<file path="src/sv/vdh_pkg.sv">
`timescale 1ns / 1ps
// ----------------------------------------------------------------------------
// vdh_pkg
// Shared types and constants for the V-disparity histogram core.
// ----------------------------------------------------------------------------
package vdh_pkg;

    localparam int ACT_W        = 2;
    localparam int ROW_W        = 9;
    localparam int BIN_W        = 8;
    localparam int COUNT_W      = 8;
    localparam int ROW_EXT_W    = 13;   // holds any row limit up to 4096
    localparam int DEF_MAX_ROWS = 512;

    localparam logic [ACT_W-1:0] ACT_ACCUM = 2'd0;
    localparam logic [ACT_W-1:0] ACT_READ  = 2'd1;
    localparam logic [ACT_W-1:0] ACT_RDCLR = 2'd2;

    localparam logic [BIN_W-1:0] DISP_SKIP_LO = 8'd0;
    localparam logic [BIN_W-1:0] DISP_SKIP_HI = 8'd255;

    // work queued for the back end
    typedef enum logic [1:0] {
        OP_INC,     // add one to the bin
        OP_READ,    // return the bin
        OP_RDCLR,   // return the bin and zero it
        OP_ZERO     // row out of range: return zero, touch nothing
    } op_t;

    typedef struct packed {
        op_t              op;
        logic [ROW_W-1:0] row;
        logic [BIN_W-1:0] bin;
    } cmd_t;

    typedef struct packed {
        logic valid;
        cmd_t cmd;
    } q_head_t;

endpackage

</file>
<file path="src/sv/vdh_front.sv">
`timescale 1ns / 1ps
// ----------------------------------------------------------------------------
// vdh_front
// Request intake: classifies requests, drops no-ops, queues the rest.
// ----------------------------------------------------------------------------
module vdh_front #(
    parameter int MAX_ROWS = vdh_pkg::DEF_MAX_ROWS
) (
    input  logic                        aclk,
    input  logic                        aresetn,
    input  logic                        init_done,
    input  logic                        s_valid,
    output logic                        s_ready,
    input  logic [vdh_pkg::ACT_W-1:0]   s_action,
    input  logic [vdh_pkg::ROW_W-1:0]   s_row,
    input  logic [vdh_pkg::BIN_W-1:0]   s_disparity,
    output vdh_pkg::q_head_t            q_head,
    input  logic                        q_pop
);
    import vdh_pkg::*;

    localparam int QDEPTH = 2;
    localparam int PTR_W  = $clog2(QDEPTH);
    localparam int CNT_W  = $clog2(QDEPTH + 1);
    localparam logic [CNT_W-1:0] FULL_CNT = CNT_W'(QDEPTH);

    cmd_t             entry_reg [QDEPTH];
    logic [PTR_W-1:0] wr_ptr_reg, wr_ptr_next;
    logic [PTR_W-1:0] rd_ptr_reg, rd_ptr_next;
    logic [CNT_W-1:0] cnt_reg,    cnt_next;

    logic in_range, keep, push, pop;
    cmd_t cls;

    always_comb begin
        in_range = {{(ROW_EXT_W-ROW_W){1'b0}}, s_row} < ROW_EXT_W'(MAX_ROWS);
        cls.row  = s_row;
        cls.bin  = s_disparity;
        cls.op   = OP_ZERO;
        keep     = 1'b0;
        case (s_action)
            ACT_ACCUM: begin
                cls.op = OP_INC;
                keep   = in_range && (s_disparity != DISP_SKIP_LO)
                                  && (s_disparity != DISP_SKIP_HI);
            end
            ACT_READ: begin
                cls.op = in_range ? OP_READ : OP_ZERO;
                keep   = 1'b1;
            end
            ACT_RDCLR: begin
                cls.op = in_range ? OP_RDCLR : OP_ZERO;
                keep   = 1'b1;
            end
            default: begin
                keep = 1'b0;
            end
        endcase
    end

    assign s_ready      = init_done && (cnt_reg != FULL_CNT);
    assign push         = s_valid && s_ready && keep;
    assign q_head.valid = (cnt_reg != '0);
    assign q_head.cmd   = entry_reg[rd_ptr_reg];
    assign pop          = q_head.valid && q_pop;

    always_comb begin
        wr_ptr_next = push ? wr_ptr_reg + PTR_W'(1) : wr_ptr_reg;
        rd_ptr_next = pop  ? rd_ptr_reg + PTR_W'(1) : rd_ptr_reg;
        cnt_next    = cnt_reg + CNT_W'(push) - CNT_W'(pop);
    end

    always_ff @(posedge aclk) begin
        if (!aresetn) begin
            wr_ptr_reg <= '0;
            rd_ptr_reg <= '0;
            cnt_reg    <= '0;
        end else begin
            wr_ptr_reg <= wr_ptr_next;
            rd_ptr_reg <= rd_ptr_next;
            cnt_reg    <= cnt_next;
        end
    end

    always_ff @(posedge aclk) begin
        if (push) begin
            entry_reg[wr_ptr_reg] <= cls;
        end
    end

    a_cnt_bound: assert property (@(posedge aclk) disable iff (!aresetn)
        cnt_reg <= FULL_CNT)
        else $error("queue count overflow");

    a_no_push_full: assert property (@(posedge aclk) disable iff (!aresetn)
        (cnt_reg == FULL_CNT) && !pop |=> cnt_reg == FULL_CNT)
        else $error("full queue lost an entry");

endmodule

</file>
<file path="config.mk">
export PLATFORM = sky130hd
export DESIGN_NAME = vdh_front
export DESIGN_NICKNAME = d
export VERILOG_FILES = /design/src/sv/vdh_pkg.sv /design/src/sv/vdh_front.sv
export SDC_FILE = /design/constraint.sdc
export NUM_CORES = 1
export LEC_CHECK = 0
export BUFFER_PORTS_ARGS = -buffer_cell sky130_fd_sc_hd__buf_4
export CAP_MARGIN = 15
export CELL_PAD_IN_SITES_DETAIL_PLACEMENT = 1
export CELL_PAD_IN_SITES_GLOBAL_PLACEMENT = 1
export CORE_MARGIN = 2
export CORE_UTILIZATION = 45
export DETAILED_ROUTE_END_ITERATION = 6
export GPL_TIMING_DRIVEN = 0
export PLACE_DENSITY_LB_ADDON = 0.08
export SKIP_LAST_GASP = 1
export SLEW_MARGIN = 25
export SYNTH_ARGS = -nofsm -noshare
export SYNTH_HDL_FRONTEND = slang
export SYNTH_SLANG_ARGS = --single-unit
</file>
<file path="constraint.sdc">
create_clock -name aclk -period 6.1 [get_ports aclk]
set_clock_uncertainty 0.15 [all_clocks]
set_input_delay 1.22 -clock aclk [delete_from_list [all_inputs] [get_ports aclk]]
set_output_delay 1.22 -clock aclk [all_outputs]
set_load 0.01 [all_outputs]
</file>
# ---- Word level (Yosys, flattened, before mapping)
# Memories as Yosys holds them, arrays and structs flattened. A register that Yosys moved wholly into a read port is not among the register bits.
# Cells that the tools add are included.
dict set report word_totals {
  reg_bits 4
  ram_bits 38
  input_bits 24
  output_inout_bits 21
  wordCells 27
  n_memories 1
}
# memory depth width rd rd_clocked_by_memory_dff wr line_no
set mem_list {}
lappend mem_list {entry_reg 2 19 1 1 1 vdh_front.sv:27} ;# cmd_t entry_reg [QDEPTH];
dict set report classes {
  addsub 4
  n_eq_ne 4
  muxes 6
  reduce_logical 9
}
# cell n
set op_table {}
lappend op_table {{$ne 8x8->1 const B} 1}
lappend op_table {{$reduce_bool 8->1} 1}
lappend op_table {{$pmux 2 s3} 1}
lappend op_table {{$logic_and 1x1->1} 5}
lappend op_table {{$mux 1} 4}
lappend op_table {{$add 1x1->1 const B} 2}
lappend op_table {{$add 2x1->2} 1}
lappend op_table {{$eq 2x1->1 const B} 1}
lappend op_table {{$eq 2x2->1 const B} 1}
lappend op_table {{$logic_not 2->1} 1}
lappend op_table {{$ne 2x2->1 const B} 1}
lappend op_table {{$pmux 1 s2} 1}
lappend op_table {{$reduce_bool 2->1} 1}
lappend op_table {{$reduce_or 2->1} 1}
lappend op_table {{$sub 2x1->2} 1}

# ---- Logic depth before layout (Yosys ltp)
dict set report depth {
  ltp_word 6
  depth_mapped 11
  mapped_depth_nobuf 11
}

# ---- Least setup slack after synthesis
# Ideal clock, no wire load.
dict set report synth_timing {
  path_type {input port to flip-flop}
  startpoint {input s_action[0] (netlist bit)}
  endpoint {memory entry_reg[0][0] (netlist bit) (enable)}
  setup_time_ps 397
  t_arrival_ps 2983
  t_required_ps 5553
  path_slack_ps 2571
  stages 5
  path_buffers 0
  cell_sequence {ha_1 > nor2b_1 > nand3_1 > o31ai_1 > nor2b_1}
}
dict set report synth_via {
  elab_chain_cells 6
  elab_cells_between_ends 8
  cone_classes {eq/ne (2); mux (3); reduce/logical (3)}
}
# element line_no
set synth_rtl {}
lappend synth_rtl {{start: declaration} vdh_front.sv:14} ;# input logic [vdh_pkg::ACT_W-1:0] s_action,
lappend synth_rtl {{$eq 2x2->1 / $eq 2x1->1 (equally long branches)} vdh_front.sv:41} ;# case (s_action)
lappend synth_rtl {{$reduce_or 2->1 (no source line)} --}
lappend synth_rtl {{$pmux 1 s2 *} vdh_front.sv:41}
lappend synth_rtl {{$logic_and 1x1->1 *} vdh_front.sv:62} ;# assign push = s_valid && s_ready && keep;
lappend synth_rtl {{$mux 1 *} vdh_front.sv:86} ;# if (push) begin
lappend synth_rtl {{$mux 1 (not written as such) *} vdh_front.sv:87} ;# entry_reg[wr_ptr_reg] <= cls;
lappend synth_rtl {{end: declaration} vdh_front.sv:27}
# Every way passes the cells marked *; elsewhere a longest branch is shown, timed or not.

# ---- Worst setup path in the final report
dict set report layout_timing {
  startpoint {input s_action[0] (netlist bit)}
  endpoint {memory entry_reg[1][12] (netlist bit) (enable)}
}
# The elaborated chain is that of the path after synthesis.

==> flow_summary.json <==
{
  "status": "completed",
  "synth-edff-count": 38,
  "met2_usage": 0.278,
  "drv_cap": 0,
  "fp.dieArea_mm2": 0.00438,
  "cts_resized": 0,
  "grt_pass1_wl_um": 5090,
  "grt-busiest-layer": "met2",
  "placedCellCount": 195,
  "drt_iter0_markers": 57,
  "num-nets-final": 184,
  "end_kind": "register",
  "dominantRegCellSynth": "edfxtp_1",
  "finalCriticalPeriod_ns": 3.30,
  "finalMaxSlewViolations": 0,
  "wirelength_um": 3300,
  "cts_setup_buffers": 0,
  "use_met1": 0.192,
  "p_total_mw": 0.816,
  "antenna_found_initial": 0,
  "place_congestion": 0.709,
  "initial_core_util": 0.471,
  "power_density_mw_per_mm2": 358,
  "cp.buffers_inverters": 1,
  "die_y_um": 66.1,
  "crit_start": "s_action[0]",
  "ant_nets": 0,
  "layout_common_cells": "44 x buf_4, 38 x edfxtp_1, 19 x mux2_2",
  "drc": 0,
  "final_cells": 203,
  "cp_cell_sequence": "buf_4 -> ha_1 -> nor2b_1 -> nand3_1 -> o31ai_1 -> and2_1",
  "synth_cell_types": 19,
  "ys_warn_count": 0,
  "clkTransAtPathRegs_ns": 0.08,
  "core_mm2": 0.00369,
  "grt_max_degree": 20,
  "min_from": "wr_ptr_reg",
  "peakVddDrop_mv": 0.178,
  "critPathKind": "in -> reg",
  "clkLatencyLatePin_ns": 0.29,
  "clock.fmax_mhz": 303,
  "rows": 22,
  "numCtsBuffers": 5,
  "cp_max_fo": 19,
  "r2r_start": "cnt_reg[0]",
  "dp.final_hpwl_um": 2210,
  "cp.required_ns": 5.87,
  "wl_per_cell_um": 16.2,
  "hold_path_class": "reg -> reg",
  "largest_reg_flops": 38,
  "final.setup.tns_ns": 0,
  "async_flop_share": 0,
  "grt_overflow_total": 0,
  "htree_levels": 2,
  "cts.sinks": 43,
  "syn_inst": 102,
  "grt_pass1_vias": 1041,
  "vias": 1010,
  "cts-root-buf": "clkbuf_8",
  "holdBufCountCts": 0,
  "clockBufferDepth": 2,
  "slew_headroom": 0.405,
  "rsz0062_at_grt": "no",
  "worstMarginPinSlew_ns": 0.893,
  "synthToLayoutAreaGrowth_pct": 31.1,
  "syn_area_mm2": 0.00174,
  "cts_tree": "built",
  "gr-usage-all-layers": 0.170,
  "cp_data_arrival_time_ns": 3.07,
  "cp_slowest_cell": "and2_1",
  "final_common_cell": "buf_4",
  "setup_ws_ns": 2.80,
  "synth_nets": 132,
  "numPortBuffers": 44,
  "crit_family": "simple AND/OR/NAND/NOR gates",
  "start_kind": "primary input",
  "n_antenna_cell": 0,
  "via_per_inst": 4.98,
  "p_leak_nw": 0.874,
  "synth_seq_cells": 43,
  "met3_usage": 0.0647,
  "setup_violations": 0,
  "dr.pass1.iters": 4,
  "finalCritPeriodShare": 0.541,
  "synth-seq-area-share": 0.714,
  "pre_cts_ws_ns": 2.46,
  "hold_violations": 0,
  "cp_slowest_stage_delay_ns": 0.79,
  "die_x_um": 66.1,
  "avgSynthCellArea_um2": 17.0,
  "io_pins": 45,
  "layout-drive-gt1-share": 0.503
}
[cells by family after synthesis]
family	after synthesis	synth area share
muxes	20	0.129
adders and majority gates	6	0.0432
and+or+nand+nor	22	0.0770
AOI/OAI and AO/OA	2	0.00720
xor gates and xnor gates	3	0.0151
buffers and inverters	6	0.0144
DFF	43	0.714
[metal layers]
layer / routed length (um) / vias to the layer above
met3: 193 / 7
met5: 0 / -
met2: 1740 / 30
met4: 63 / 0
li1: - / 481
met1: 1300 / 492
[path summary, 6_finish.rpt]
| kind | cells past startpoint | slack (ns) | endpoint |
|---|---|---|---|
| setup reg to reg | 4 | 3.74 | entry_reg[1][12] |
| setup / recovery | 6 | 2.80 | entry_reg[1][12] |
| hold reg to reg | 2 | 0.35 | wr_ptr_reg |
| hold / removal | 2 | 0.35 | wr_ptr_reg |
[cell usage after synthesis, drive strengths merged (2+ instances only)]
library cell   n  share of area
inv            4         0.0086
or4            2         0.0086
or2            3          0.011
dfxtp          5          0.058
mux2          19           0.12
and2           5          0.018
xnor2          3          0.015
nor2b          4          0.014
edfxtp        38           0.66
ha             6          0.043
buf            2         0.0058
nand4          3          0.011
nand2b         2         0.0072
[layout make-up]
type | count | area, um2
inverters | 4 | 15.0
plain buffers | 2 | 10.0
clock buffers | 5 | 68.8
fillers | 355 | 1410
well taps | 48 | 60.1
flip-flops and latches | 43 | 1240
clock inverters | 3 | 67.6
repair buffers | 45 | 342
multi-input cells | 53 | 474
[where the power goes]
part,switching (mW),internal (mW)
logic,0.0894,0.115
clock network,0.0979,0.163
registers,0.00768,0.343
total,0.195,0.621
[stage by stage]
step / cell area [um2] / util / hold WS, ns
detailed placement: 2140 / 0.581 / 0.341
global route: 2280 / 0.618 / 0.400
floorplan: 1740 / - / 0.301
CTS: 2280 / 0.618 / 0.352
global placement: 2130 / 0.577 / 0.310
finish: 2280 / 0.618 / 0.349
[tightest hold or removal path: stages (launching register included)]
cell and delay, ns:
dfxtp_1 0.34, nand2_1 0.06, mux2i_1 0.05
No activity file was read; power rests on OpenSTA's default activity.
